[config.mk]
export PLATFORM = sky130hd
export DESIGN_NAME = gcd_lcm_unit
export DESIGN_NICKNAME = d
export VERILOG_FILES = /design/src/rtl/glu_pkg.sv /design/src/rtl/glu_ctrl.sv /design/src/rtl/glu_datapath.sv /design/src/rtl/gcd_lcm_unit.sv
export SDC_FILE = /design/constraint.sdc
export NUM_CORES = 1
export LEC_CHECK = 0
export ABC_AREA = 0
export BUFFER_PORTS_ARGS = -buffer_cell sky130_fd_sc_hd__buf_2
export CAP_MARGIN = 30
export CORE_MARGIN = 5
export CORE_UTILIZATION = 30
export CTS_CLUSTER_DIAMETER = 200
export CTS_CLUSTER_SIZE = 16
export DETAILED_ROUTE_END_ITERATION = 8
export MAX_ROUTING_LAYER = met4
export REMOVE_ABC_BUFFERS = 1
export SETUP_SLACK_MARGIN = 0.1
export SLEW_MARGIN = 10
export SYNTH_ARGS = -nofsm -noshare
export SYNTH_HDL_FRONTEND = slang
export SYNTH_SLANG_ARGS = --single-unit
[constraint.sdc]
create_clock -name clk -period 13.86 [get_ports clk]
set_input_delay 0 -clock clk [delete_from_list [all_inputs] [get_ports clk]]
set_output_delay 0 -clock clk [all_outputs]
set_load 0.03 [all_outputs]
[src/rtl/glu_pkg.sv]
// Shared types and constants for the GCD/LCM unit.
package glu_pkg;

    localparam int OPERAND_WIDTH = 16;
    localparam int FIELD_IN_W    = 16;
    localparam int DIV_RES_W     = 16;
    localparam int MUL_RES_W     = 32;
    localparam int SHIFT_W       = (OPERAND_WIDTH > 1) ? $clog2(OPERAND_WIDTH) : 1;
    localparam int COUNT_W       = $clog2(OPERAND_WIDTH + 1);

    typedef struct packed {
        logic [FIELD_IN_W-1:0] first_operand;
        logic [FIELD_IN_W-1:0] second_operand;
    } op_t;

    typedef struct packed {
        logic [DIV_RES_W-1:0] divisor_result;
        logic [MUL_RES_W-1:0] multiple_result;
    } res_t;

    typedef enum logic [2:0] {
        S_IDLE,
        S_GCD,
        S_DIV,
        S_MUL,
        S_OUT
    } glu_state_t;

    typedef struct packed {
        logic load;
        logic gcd_step;
        logic div_init;
        logic div_step;
        logic mul;
        logic out_load;
    } glu_cmd_t;

    typedef struct packed {
        logic zero;
        logic gcd_equal;
        logic div_done;
    } glu_sts_t;

endpackage

[src/rtl/glu_ctrl.sv]
// Controller state machine for the GCD/LCM unit.
module glu_ctrl (
    input  logic              clk,
    input  logic              rst_n,
    input  logic              op_valid,
    output logic              op_stall,
    output logic              res_valid,
    input  logic              res_stall,
    input  glu_pkg::glu_sts_t sts,
    output glu_pkg::glu_cmd_t cmd
);

    glu_pkg::glu_state_t state_reg;
    glu_pkg::glu_state_t state_next;
    logic                res_valid_reg;
    logic                res_valid_next;
    logic                out_free;

    // output register can take a new result when empty or being drained
    assign out_free = !res_valid_reg || !res_stall;

    always_ff @(posedge clk or negedge rst_n)
    begin
        if (!rst_n)
        begin
            state_reg     <= glu_pkg::S_IDLE;
            res_valid_reg <= 1'b0;
        end
        else
        begin
            state_reg     <= state_next;
            res_valid_reg <= res_valid_next;
        end
    end

    always_comb
    begin
        state_next = state_reg;
        unique case (state_reg)
            glu_pkg::S_IDLE:
            begin
                if (op_valid)
                    state_next = glu_pkg::S_GCD;
            end
            glu_pkg::S_GCD:
            begin
                priority if (sts.zero)
                    state_next = glu_pkg::S_OUT;
                else if (sts.gcd_equal)
                    state_next = glu_pkg::S_DIV;
            end
            glu_pkg::S_DIV:
            begin
                if (sts.div_done)
                    state_next = glu_pkg::S_MUL;
            end
            glu_pkg::S_MUL:
            begin
                state_next = glu_pkg::S_OUT;
            end
            glu_pkg::S_OUT:
            begin
                if (out_free)
                    state_next = glu_pkg::S_IDLE;
            end
            default:
            begin
                state_next = glu_pkg::S_IDLE;
            end
        endcase
    end

    always_comb
    begin
        cmd = '0;
        unique case (state_reg)
            glu_pkg::S_IDLE:
            begin
                cmd.load = op_valid;
            end
            glu_pkg::S_GCD:
            begin
                cmd.gcd_step = !sts.zero && !sts.gcd_equal;
                cmd.div_init = !sts.zero && sts.gcd_equal;
            end
            glu_pkg::S_DIV:
            begin
                cmd.div_step = !sts.div_done;
            end
            glu_pkg::S_MUL:
            begin
                cmd.mul = 1'b1;
            end
            glu_pkg::S_OUT:
            begin
                cmd.out_load = out_free;
            end
            default:
            begin
                cmd = '0;
            end
        endcase
    end

    always_comb
    begin
        priority if (cmd.out_load)
            res_valid_next = 1'b1;
        else if (res_stall)
            res_valid_next = res_valid_reg;
        else
            res_valid_next = 1'b0;
    end

    assign op_stall  = (state_reg != glu_pkg::S_IDLE);
    assign res_valid = res_valid_reg;

endmodule

[src/rtl/glu_datapath.sv]
// Datapath: binary GCD, restoring divider for a/gcd, multiplier, output register.
module glu_datapath (
    input  logic              clk,
    input  glu_pkg::op_t      op_data,
    input  glu_pkg::glu_cmd_t cmd,
    output glu_pkg::glu_sts_t sts,
    output glu_pkg::res_t     res_data
);

    localparam int W = glu_pkg::OPERAND_WIDTH;

    logic [W-1:0]                  a_reg;
    logic [W-1:0]                  b_reg;
    logic [W-1:0]                  x_reg;
    logic [W-1:0]                  x_next;
    logic [W-1:0]                  y_reg;
    logic [W-1:0]                  y_next;
    logic [glu_pkg::SHIFT_W-1:0]   k_reg;
    logic [glu_pkg::SHIFT_W-1:0]   k_next;
    logic [W-1:0]                  g_reg;
    logic [W-1:0]                  rem_reg;
    logic [W-1:0]                  rem_next;
    logic [W-1:0]                  quo_reg;
    logic [W-1:0]                  quo_next;
    logic [glu_pkg::COUNT_W-1:0]   cnt_reg;
    logic [2*W-1:0]                prod_reg;
    logic                          zero_reg;
    glu_pkg::res_t                 res_reg;

    logic [W-1:0]                  x_in;
    logic [W-1:0]                  y_in;
    logic [W:0]                    rem_shift;
    logic [W:0]                    trial;

    assign x_in = W'(op_data.first_operand);
    assign y_in = W'(op_data.second_operand);

    // one binary GCD step: strip common twos, strip lone twos, else halve the difference
    always_comb
    begin
        x_next = x_reg;
        y_next = y_reg;
        k_next = k_reg;
        priority if (!x_reg[0] && !y_reg[0])
        begin
            x_next = x_reg >> 1;
            y_next = y_reg >> 1;
            k_next = k_reg + 1'b1;
        end
        else if (!x_reg[0])
            x_next = x_reg >> 1;
        else if (!y_reg[0])
            y_next = y_reg >> 1;
        else if (x_reg > y_reg)
            x_next = (x_reg - y_reg) >> 1;
        else
            y_next = (y_reg - x_reg) >> 1;
    end

    // restoring division step, quotient bits shift in where dividend bits leave
    assign rem_shift = {rem_reg, quo_reg[W-1]};
    assign trial     = rem_shift - {1'b0, g_reg};

    always_comb
    begin
        if (trial[W])
        begin
            rem_next = rem_shift[W-1:0];
            quo_next = {quo_reg[W-2:0], 1'b0};
        end
        else
        begin
            rem_next = trial[W-1:0];
            quo_next = {quo_reg[W-2:0], 1'b1};
        end
    end

    always_ff @(posedge clk)
    begin
        if (cmd.load)
        begin
            a_reg    <= x_in;
            b_reg    <= y_in;
            x_reg    <= x_in;
            y_reg    <= y_in;
            k_reg    <= '0;
            zero_reg <= (x_in == '0) || (y_in == '0);
        end
        if (cmd.gcd_step)
        begin
            x_reg <= x_next;
            y_reg <= y_next;
            k_reg <= k_next;
        end
        if (cmd.div_init)
        begin
            g_reg   <= x_reg << k_reg;
            rem_reg <= '0;
            quo_reg <= a_reg;
            cnt_reg <= glu_pkg::COUNT_W'(W);
        end
        if (cmd.div_step)
        begin
            rem_reg <= rem_next;
            quo_reg <= quo_next;
            cnt_reg <= cnt_reg - 1'b1;
        end
        if (cmd.mul)
            prod_reg <= quo_reg * b_reg;
        if (cmd.out_load)
        begin
            if (zero_reg)
                res_reg <= '0;
            else
            begin
                res_reg.divisor_result  <= glu_pkg::DIV_RES_W'(g_reg);
                res_reg.multiple_result <= glu_pkg::MUL_RES_W'(prod_reg);
            end
        end
    end

    assign sts.zero      = zero_reg;
    assign sts.gcd_equal = (x_reg == y_reg);
    assign sts.div_done  = (cnt_reg == '0);
    assign res_data      = res_reg;

endmodule

[src/rtl/gcd_lcm_unit.sv]
// Top level of the GCD/LCM unit: controller plus datapath.
//
// Operand channel op_*: one transfer carries first_operand and second_operand.
// Result channel res_*: one transfer per operand pair, carrying the greatest
// common divisor and least common multiple; both are zero if an operand is zero.
// Items are processed one at a time. After a transfer op_stall stays high until
// the result is moved into the output register. Steps per item: capture,
// binary GCD steps, divider setup, restoring divide a/gcd (16 steps, then a
// done check), multiply, output load; a zero operand skips straight to
// output. The binary GCD loop and the one-bit-per-cycle divider are iterative.
// The output register holds a finished result while res_stall is high; the
// next operand pair can be taken as soon as the result is loaded there.
// Reset (rst_n low, asynchronous) returns the controller to idle and clears
// res_valid; nothing else is kept between items.
module gcd_lcm_unit (
    input  logic          clk,
    input  logic          rst_n,
    input  logic          op_valid,
    output logic          op_stall,
    input  glu_pkg::op_t  op_data,
    output logic          res_valid,
    input  logic          res_stall,
    output glu_pkg::res_t res_data
);

    glu_pkg::glu_cmd_t cmd;
    glu_pkg::glu_sts_t sts;

    glu_ctrl u_ctrl (
        .clk       (clk),
        .rst_n     (rst_n),
        .op_valid  (op_valid),
        .op_stall  (op_stall),
        .res_valid (res_valid),
        .res_stall (res_stall),
        .sts       (sts),
        .cmd       (cmd)
    );

    glu_datapath u_datapath (
        .clk      (clk),
        .op_data  (op_data),
        .cmd      (cmd),
        .sts      (sts),
        .res_data (res_data)
    );

endmodule

==> impl_metrics.env, run 1 <==
export IMPL_worstReg2RegStart="u_datapath.quo_reg[7]"
export IMPL_drtAntennaViolNets=0
export IMPL_cts_tree="done"
export IMPL_cts_buffers=16
export IMPL_timing_fmax_mhz=155
export IMPL_worst_pin_slew_ns=0.992
export IMPL_drt_iter0_markers=867
export IMPL_numPortBuffers=85
export IMPL_core_mm2=0.0647
export IMPL_top_layer_used="met4"
export IMPL_start_kind="flip-flop"
export IMPL_end_kind="flip-flop"
export IMPL_wl_met3_um=2590
export IMPL_die_area_mm2=0.0707
export IMPL_ys_flop_type="edfxtp_1"
export IMPL_drt_first_pass_iters=5
export IMPL_track_usage_pct=14.2
export IMPL_synth_edf_count=202
export IMPL_timing_rr_end="u_datapath.prod_reg[22]"
export IMPL_path_clk_slew_ns=0.08
export IMPL_rows=93
export IMPL_required_ns=14.11
export IMPL_crit_arrival_ns=6.71
export IMPL_vias_per_cell=4.83
export IMPL_ctsResizeCount=0
export IMPL_grt_pass1_wl_um=80000
export IMPL_hold_viol=0
export IMPL_post_dp_cell_area_mm2=0.0209
export IMPL_critPathLaunch="u_datapath.quo_reg[7]"
export IMPL_ys_warn_count=0
export IMPL_slew_headroom_pct=33.9
export IMPL_io_pin_count=86
export IMPL_diodes=0
export IMPL_synth_seq_cells=206
export IMPL_drv_cap=0
export IMPL_cts_root_buf="clkbuf_16"
export IMPL_hold_path_class="input pin to flip-flop"
export IMPL_avgSynthCellArea_um2=9.73
export IMPL_cp_endpoint="u_datapath.prod_reg[22]"
export IMPL_syn_inst=2020
export IMPL_wl_met1_um=22400
export IMPL_drc_errors=0
export IMPL_h_tree_depth=1
export IMPL_start_util_pct=30.4
export IMPL_antenna_found_initial=0
export IMPL_final_nets=2469
export IMPL_rsz0062_at_grt="false"
export IMPL_max_stage_delay_ns=0.69
export IMPL_place_gp_congestion=0.913
export IMPL_critPathBufInv=2
export IMPL_path_common_cell="fa_1"
export IMPL_largest_reg_flops=48
export IMPL_fillers=6701
export IMPL_cpLargestDelayFamily="adder cells"
export IMPL_regArea_mm2=0.00617
export IMPL_path_depth=17
export IMPL_drive_above_1_share_pct=6.37
export IMPL_tns_ns=0
export IMPL_ys_seq_area_share_pct=31.4
export IMPL_path_cells="and2_1 -> fa_1 -> inv_1 -> fa_1 -> fa_1 -> fa_1 -> inv_1 -> fa_1 -> fa_1 -> ha_1 -> nand3_1 -> o22ai_1 -> nor3_1 -> a21oi_1 -> o41ai_2 -> o21ai_0 -> xor2_1"
export IMPL_ys_async_sr_fraction_pct=1.94
export IMPL_wl_met2_um=23200
export IMPL_fin_worst_skew_ns=0.0155
export IMPL_syn_to_final_growth_pct=10.5
export IMPL_grt_ovfl_total=0
export IMPL_finalSetupViolCount=0
export IMPL_grt_max_degree=51
export IMPL_clock_sinks=206
export IMPL_ff2ff_path_depth=17
export IMPL_critPathKind="flip-flop to flip-flop"
export IMPL_cts_setup_buffers=0
export IMPL_crit_slowest_cell="edfxtp_1"
export IMPL_rrSetupSlack_ns=7.39
export IMPL_avgRoutedWirePerCell_um=16.8
export IMPL_grt_pass1_vias=14500
export IMPL_hpwl_um=38900
export IMPL_drt_wl_total_um=49400
export IMPL_insertion_delay_ns=0.50
export IMPL_cp_max_fo=17
export IMPL_netlist_area_mm2=0.0197
export IMPL_min_period_over_period_pct=46.6
export IMPL_clockBufferDepth=3
export IMPL_multi_input_area_mm2=0.0121
export IMPL_yosysUniqueCellTypes=74
export IMPL_fin_crit_ns=6.47
export IMPL_slew_viol_final=0
export IMPL_vias=14200
export IMPL_status="finished, final reports clean"
export IMPL_die_y_um=266
export IMPL_die_w_um=266
export IMPL_final_cell_area_mm2=0.0217
## worst min-delay path by stage
| stage | end | start | slack [ns] | depth (start not counted) |
|---|---|---|---|---|
| 5_1_grt | u_datapath.b_reg[7] | op_data[7] | 0.28 | 2 |
| 3_3_place_gp | u_ctrl.res_valid | rst_n | -0.17 | 1 |
| 3_5_place_dp | u_ctrl.res_valid | rst_n | -0.17 | 1 |
| 6_report | u_datapath.b_reg[13] | op_data[13] | 0.29 | 2 |
| 4_1_cts | u_datapath.a_reg[3] | op_data[19] | 0.26 | 2 |
| 2_1_floorplan | u_ctrl.res_valid | rst_n | -0.30 | 0 |
## through the flow
step | cells | setup WS (ns) | utilization [%] | hold slack [ns]
final | 2942 | 7.39 | 33.6 | 0.290
after floorplan | 1932 | 8.14 | - | -0.296
after global placement | 2880 | 7.48 | 32.3 | -0.174
after detailed placement | 2880 | 7.38 | 32.3 | -0.171
after CTS | 2939 | 7.38 | 33.5 | 0.256
after global routing | 2942 | 7.08 | 33.6 | 0.281
## cell usage after synthesis, types with 4 or more instances
cell / instances / area share [%]
mux2i_1: 30 / 1.5
buf_1: 6 / 0.11
o21ai_0: 48 / 1.2
ha_1: 154 / 9.8
or3_1: 5 / 0.16
o21a_1: 18 / 0.69
o41ai_1: 4 / 0.18
nand2b_1: 19 / 0.60
nor3b_1: 4 / 0.15
a21oi_1: 82 / 2.1
o21bai_1: 5 / 0.19
dfrtp_1: 4 / 0.51
nand2_1: 277 / 5.3
buf_2: 6 / 0.15
a21o_1: 35 / 1.3
fa_1: 197 / 20
inv_1: 291 / 5.6
nor2b_1: 45 / 1.4
a211o_1: 6 / 0.27
edfxtp_1: 202 / 31
and2_1: 119 / 3.8
xnor2_1: 29 / 1.3
xor2_1: 23 / 1.0
nand3_1: 21 / 0.53
o22ai_1: 13 / 0.41
nand4_1: 6 / 0.19
nor4_1: 11 / 0.35
o31a_1: 7 / 0.31
clkbuf_1: 74 / 1.4
a211oi_1: 16 / 0.61
nor2_1: 131 / 2.5
o211ai_1: 5 / 0.19
o21ai_1: 6 / 0.15
and3_1: 6 / 0.19
a31oi_1: 14 / 0.45
nor3_1: 27 / 0.69
a221oi_1: 15 / 0.67
## worst reg2reg max path, stage by stage (launching register included)
cell,delay (ns)
edfxtp_1,0.69
and2_1,0.32
fa_1,0.53
inv_1,0.05
fa_1,0.47
fa_1,0.51
fa_1,0.56
inv_1,0.05
fa_1,0.49
fa_1,0.41
ha_1,0.38
nand3_1,0.18
o22ai_1,0.12
nor3_1,0.31
a21oi_1,0.21
o41ai_2,0.54
o21ai_0,0.22
xor2_1,0.17
## cell type report
| cell class | count | share of cell area [%] |
|---|---|---|
| repair buffers | 132 | 4.07 |
| well taps | 855 | 4.92 |
| clock inverters | 1 | 0.0173 |
| inverters | 292 | 5.05 |
| flip-flops and latches | 206 | 28.4 |
| multi-input cells | 1434 | 55.5 |
| clock buffers | 22 | 2.04 |
## routing by layer
layer / track usage, % / vias to the layer above
met4: 3.78 / 0
met3: 2.16 / 74
met5: - / -
met1: 18.8 / 6968
met2: 22.9 / 361
li1: - / 6816
## repair_timing
action | in CTS | in global routing
hold buffers | 36 | 0
endpoints found under the setup margin | 0 | 0
endpoints found under the hold margin | 79 | 0
## cell families (layout without fill, tap and decap cells)
| group | Yosys count | after routing | share of synthesized area, % |
|---|---|---|---|
| compound gates | 312 | 312 | 10.6 |
| xor+xnor | 52 | 52 | 2.32 |
| fa+ha+maj | 351 | 351 | 29.9 |
| buf+inv | 380 | 447 | 7.42 |
| flops | 206 | 206 | 31.4 |
| mux | 35 | 35 | 2.02 |
| simple gates | 684 | 684 | 16.4 |
## cells in the final DEF, fill, tap and decap left out, types with 7 or more instances in the layout
cell | synthesis | routed
a211oi_1 | 16 | 16
a21o_1 | 35 | 35
a21oi_1 | 82 | 80
a221oi_1 | 15 | 15
a31oi_1 | 14 | 14
and2_1 | 119 | 119
buf_2 | 6 | 85
buf_4 | 0 | 9
clkbuf_16 | 0 | 17
dlygate4sd3_1 | 0 | 36
edfxtp_1 | 202 | 202
fa_1 | 197 | 197
ha_1 | 154 | 154
inv_1 | 291 | 291
mux2i_1 | 30 | 30
nand2_1 | 277 | 277
nand2b_1 | 19 | 19
nand3_1 | 21 | 21
nor2_1 | 131 | 129
nor2b_1 | 45 | 45
nor3_1 | 27 | 27
nor4_1 | 11 | 11
o21a_1 | 18 | 18
o21ai_0 | 48 | 48
o22ai_1 | 13 | 13
o31a_1 | 7 | 7
xnor2_1 | 29 | 29
xor2_1 | 23 | 23
Power of run 1 is not shown: default switching activity piles up to over one toggle a cycle in this logic, so the estimate is an artifact.
==> run 2, diff against run 1 <==
ABC_AREA = 1   (was 0)
clock period = 5.8 ns   (was 13.86 ns; I/O delays follow)
==> run 2 against run 1 <==
Net effect: clock-buffer cell count did not move; synthesized area rose by 4.0%; flip-flop and latch count did not move; maximum frequency rose by 18%; setup slack got worse by 7.1 ns; design area rose by 6.8%; die area rose by 3.9%; sequential share of layout area fell by 1.8 points; critical path type unchanged; synthesized cell count rose by 26%; critical path depth rose by 4.
==> impl_metrics.env, run 2 <==
export IMPL_clockBufferDepth=3
export IMPL_grt_max_degree=51
export IMPL_synthTopCellsByArea="edfxtp_1 30%, fa_1 19%, nand2_1 13%, inv_1 10%, ha_1 9.4%"
export IMPL_min_period_over_period_pct=94.6
export IMPL_end_kind="flip-flop"
export IMPL_die_w_um=271
export IMPL_timing_rr_end="u_datapath.prod_reg[31]"
export IMPL_synth_top_area_share_pct=29.7
export IMPL_track_usage_pct=15.1
export IMPL_hold_path_class="input pin to flip-flop"
export IMPL_status="finished, final reports clean"
export IMPL_die_area_mm2=0.0735
export IMPL_critPathLaunch="u_datapath.b_reg[6]"
export IMPL_ys_async_sr_fraction_pct=1.94
export IMPL_ys_seq_area_share_pct=30.2
export IMPL_timing_fmax_mhz=182
export IMPL_syn_inst=2543
export IMPL_vias=16100
export IMPL_final_cell_mix="690 x nand2_1, 565 x inv_1, 211 x nor2_1"
export IMPL_netlist_area_mm2=0.0204
export IMPL_grt_pass1_wl_um=87900
export IMPL_core_mm2=0.0674
export IMPL_synth_edf_count=202
export IMPL_worst_pin_slew_ns=0.844
export IMPL_fin_worst_skew_ns=0.0358
export IMPL_clock_sinks=206
export IMPL_numPortBuffers=85
export IMPL_path_clk_slew_ns=0.07
export IMPL_vias_per_cell=4.54
export IMPL_drv_cap=0
export IMPL_layout_setup_ws_ns=0.313
export IMPL_rsz0062_at_grt="true"
export IMPL_ys_warn_count=0
export IMPL_grt_pass1_vias=16400
export IMPL_slew_viol_final=0
export IMPL_insertion_delay_ns=0.53
export IMPL_cts_tree="done"
export IMPL_final_nets=3052
export IMPL_place_gp_congestion=0.941
export IMPL_ff2ff_path_depth=21
export IMPL_start_kind="flip-flop"
export IMPL_fillers=7033
export IMPL_avgSynthCellArea_um2=8.04
export IMPL_finalSetupViolCount=0
export IMPL_yosysUniqueCellTypes=48
export IMPL_hpwl_um=43800
export IMPL_ys_flop_type="edfxtp_1"
export IMPL_grt_ovfl_total=0
export IMPL_drt_iter0_markers=1101
export IMPL_io_pin_count=86
export IMPL_crit_arrival_ns=5.75
export IMPL_hold_viol=0
export IMPL_critPathKind="flip-flop to flip-flop"
export IMPL_cts_root_buf="clkbuf_16"
export IMPL_syn_to_final_growth_pct=13.5
export IMPL_rows=95
export IMPL_required_ns=6.06
export IMPL_synth_seq_cells=206
export IMPL_cp_endpoint="u_datapath.prod_reg[31]"
export IMPL_fin_crit_ns=5.49
export IMPL_yosysMostFrequentCell="nand2_1"
export IMPL_place_ws_ns=0.0978
export IMPL_netlist_top_cells_count="692 x nand2_1, 565 x inv_1, 220 x nor2_1"
export IMPL_rrSetupSlack_ns=0.31
export IMPL_largest_reg_flops=48
export IMPL_slew_headroom_pct=43.7
export IMPL_h_tree_depth=1
export IMPL_die_y_um=271
export IMPL_cts_buffers=16
export IMPL_whs_path_depth=2
export IMPL_drt_first_pass_iters=6
export IMPL_avgRoutedWirePerCell_um=15.4
export IMPL_drive_above_1_share_pct=9.21
export IMPL_diodes=0
export IMPL_drc_errors=0
export IMPL_tns_ns=0
export IMPL_start_util_pct=30.3
export IMPL_antenna_found_initial=0
export IMPL_yosys_area_top_type="edfxtp_1"
export IMPL_drtAntennaViolNets=0
export IMPL_cp_max_fo=7
export IMPL_final_common_cell="nand2_1"
export IMPL_worstReg2RegStart="u_datapath.b_reg[6]"
export IMPL_drt_wl_total_um=54500
run 2: cell types whose count changed after synthesis, sizes merged, moves of 28 or more:
cell,delta
a21oi,+29
mux2i,-28
nor2,+94
nand3,+45
nand2,+423
and2,-118
nor2b,-45
inv,+281
a21o,-30
run 2: through the flow:
step / hold slack (ns) / area (um2) / util (%) / cells
after CTS: 0.250 / 22800 / 33.8 / 3513
after floorplan: -0.296 / 20000 / - / 2440
final: 0.274 / 23200 / 34.4 / 3543
after detailed placement: -0.173 / 21900 / 32.5 / 3447
after global routing: 0.269 / 23200 / 34.4 / 3543
after global placement: -0.172 / 21900 / 32.5 / 3446
run 2: kinds of logic (layout without fill, tap and decap cells):
group	Yosys count	after routing	share of synthesized area [%]
adder cells (fa/ha/maj)	351	351	28.7
AND/OR/NAND/NOR	1045	1045	20.6
flip-flops	206	206	30.2
XOR/XNOR	49	49	2.10
AO/OA/AOI/OAI	212	212	5.58
multiplexers	2	2	0.0979
buffers and inverters	678	805	12.7
run 2: repair_timing:
action                                  in CTS  in global routing
cloned                                       0                  0
endpoints found under the hold margin       78                  0
endpoints found under the setup margin       6                 17
buffers inserted                             7                 28
hold buffers                                36                  0
resized for setup                            1                 35
run 2: worst min path at each step:
stage	start	end	slack, ns
2_1_floorplan	rst_n	u_ctrl.res_valid	-0.30
3_3_place_gp	rst_n	u_ctrl.res_valid	-0.17
4_1_cts	op_data[28]	u_datapath.a_reg[12]	0.25
5_1_grt	op_data[8]	u_datapath.b_reg[8]	0.27
6_report	op_data[4]	u_datapath.b_reg[4]	0.27
3_5_place_dp	rst_n	u_ctrl.res_valid	-0.17
run 2: area by class of cell:
cell class / count / area (um2) / area share (%)
Multi-Input combinational cell: 1659 / 11800 / 50.9
Sequential cell: 206 / 6170 / 26.6
Inverter: 575 / 2160 / 9.32
Timing Repair Buffer: 207 / 1510 / 6.50
Tap cell: 873 / 1090 / 4.71
Clock buffer: 22 / 433 / 1.87
Clock inverter: 1 / 16.3 / 0.0701
run 2: layer usage:
layer | up-vias | global-route usage (%) | share of wire, %
li1 | 7958 | - | -
met1 | 7596 | 20.1 | 46
met2 | 446 | 24.8 | 47
met3 | 71 | 2.09 | 5.6
met4 | 0 | 3.41 | 2.3
met5 | - | - | 0
run 2: worst max-delay path: stages, from the launching register on:
cell and delay (ns):
edfxtp_1 0.52, buf_4 0.22, nand2_1 0.05, inv_1 0.04, fa_1 0.48, inv_1 0.05
fa_2 0.51, inv_1 0.05, fa_1 0.49, fa_1 0.50, fa_1 0.50, inv_1 0.05
fa_1 0.47, inv_1 0.04, ha_2 0.38, nand2_1 0.13, nor2_2 0.21, nand2_1 0.12
nand2_2 0.10, nand4_1 0.14, nand3b_1 0.12, nand2_1 0.05
Power of run 2 is left out for the same reason.
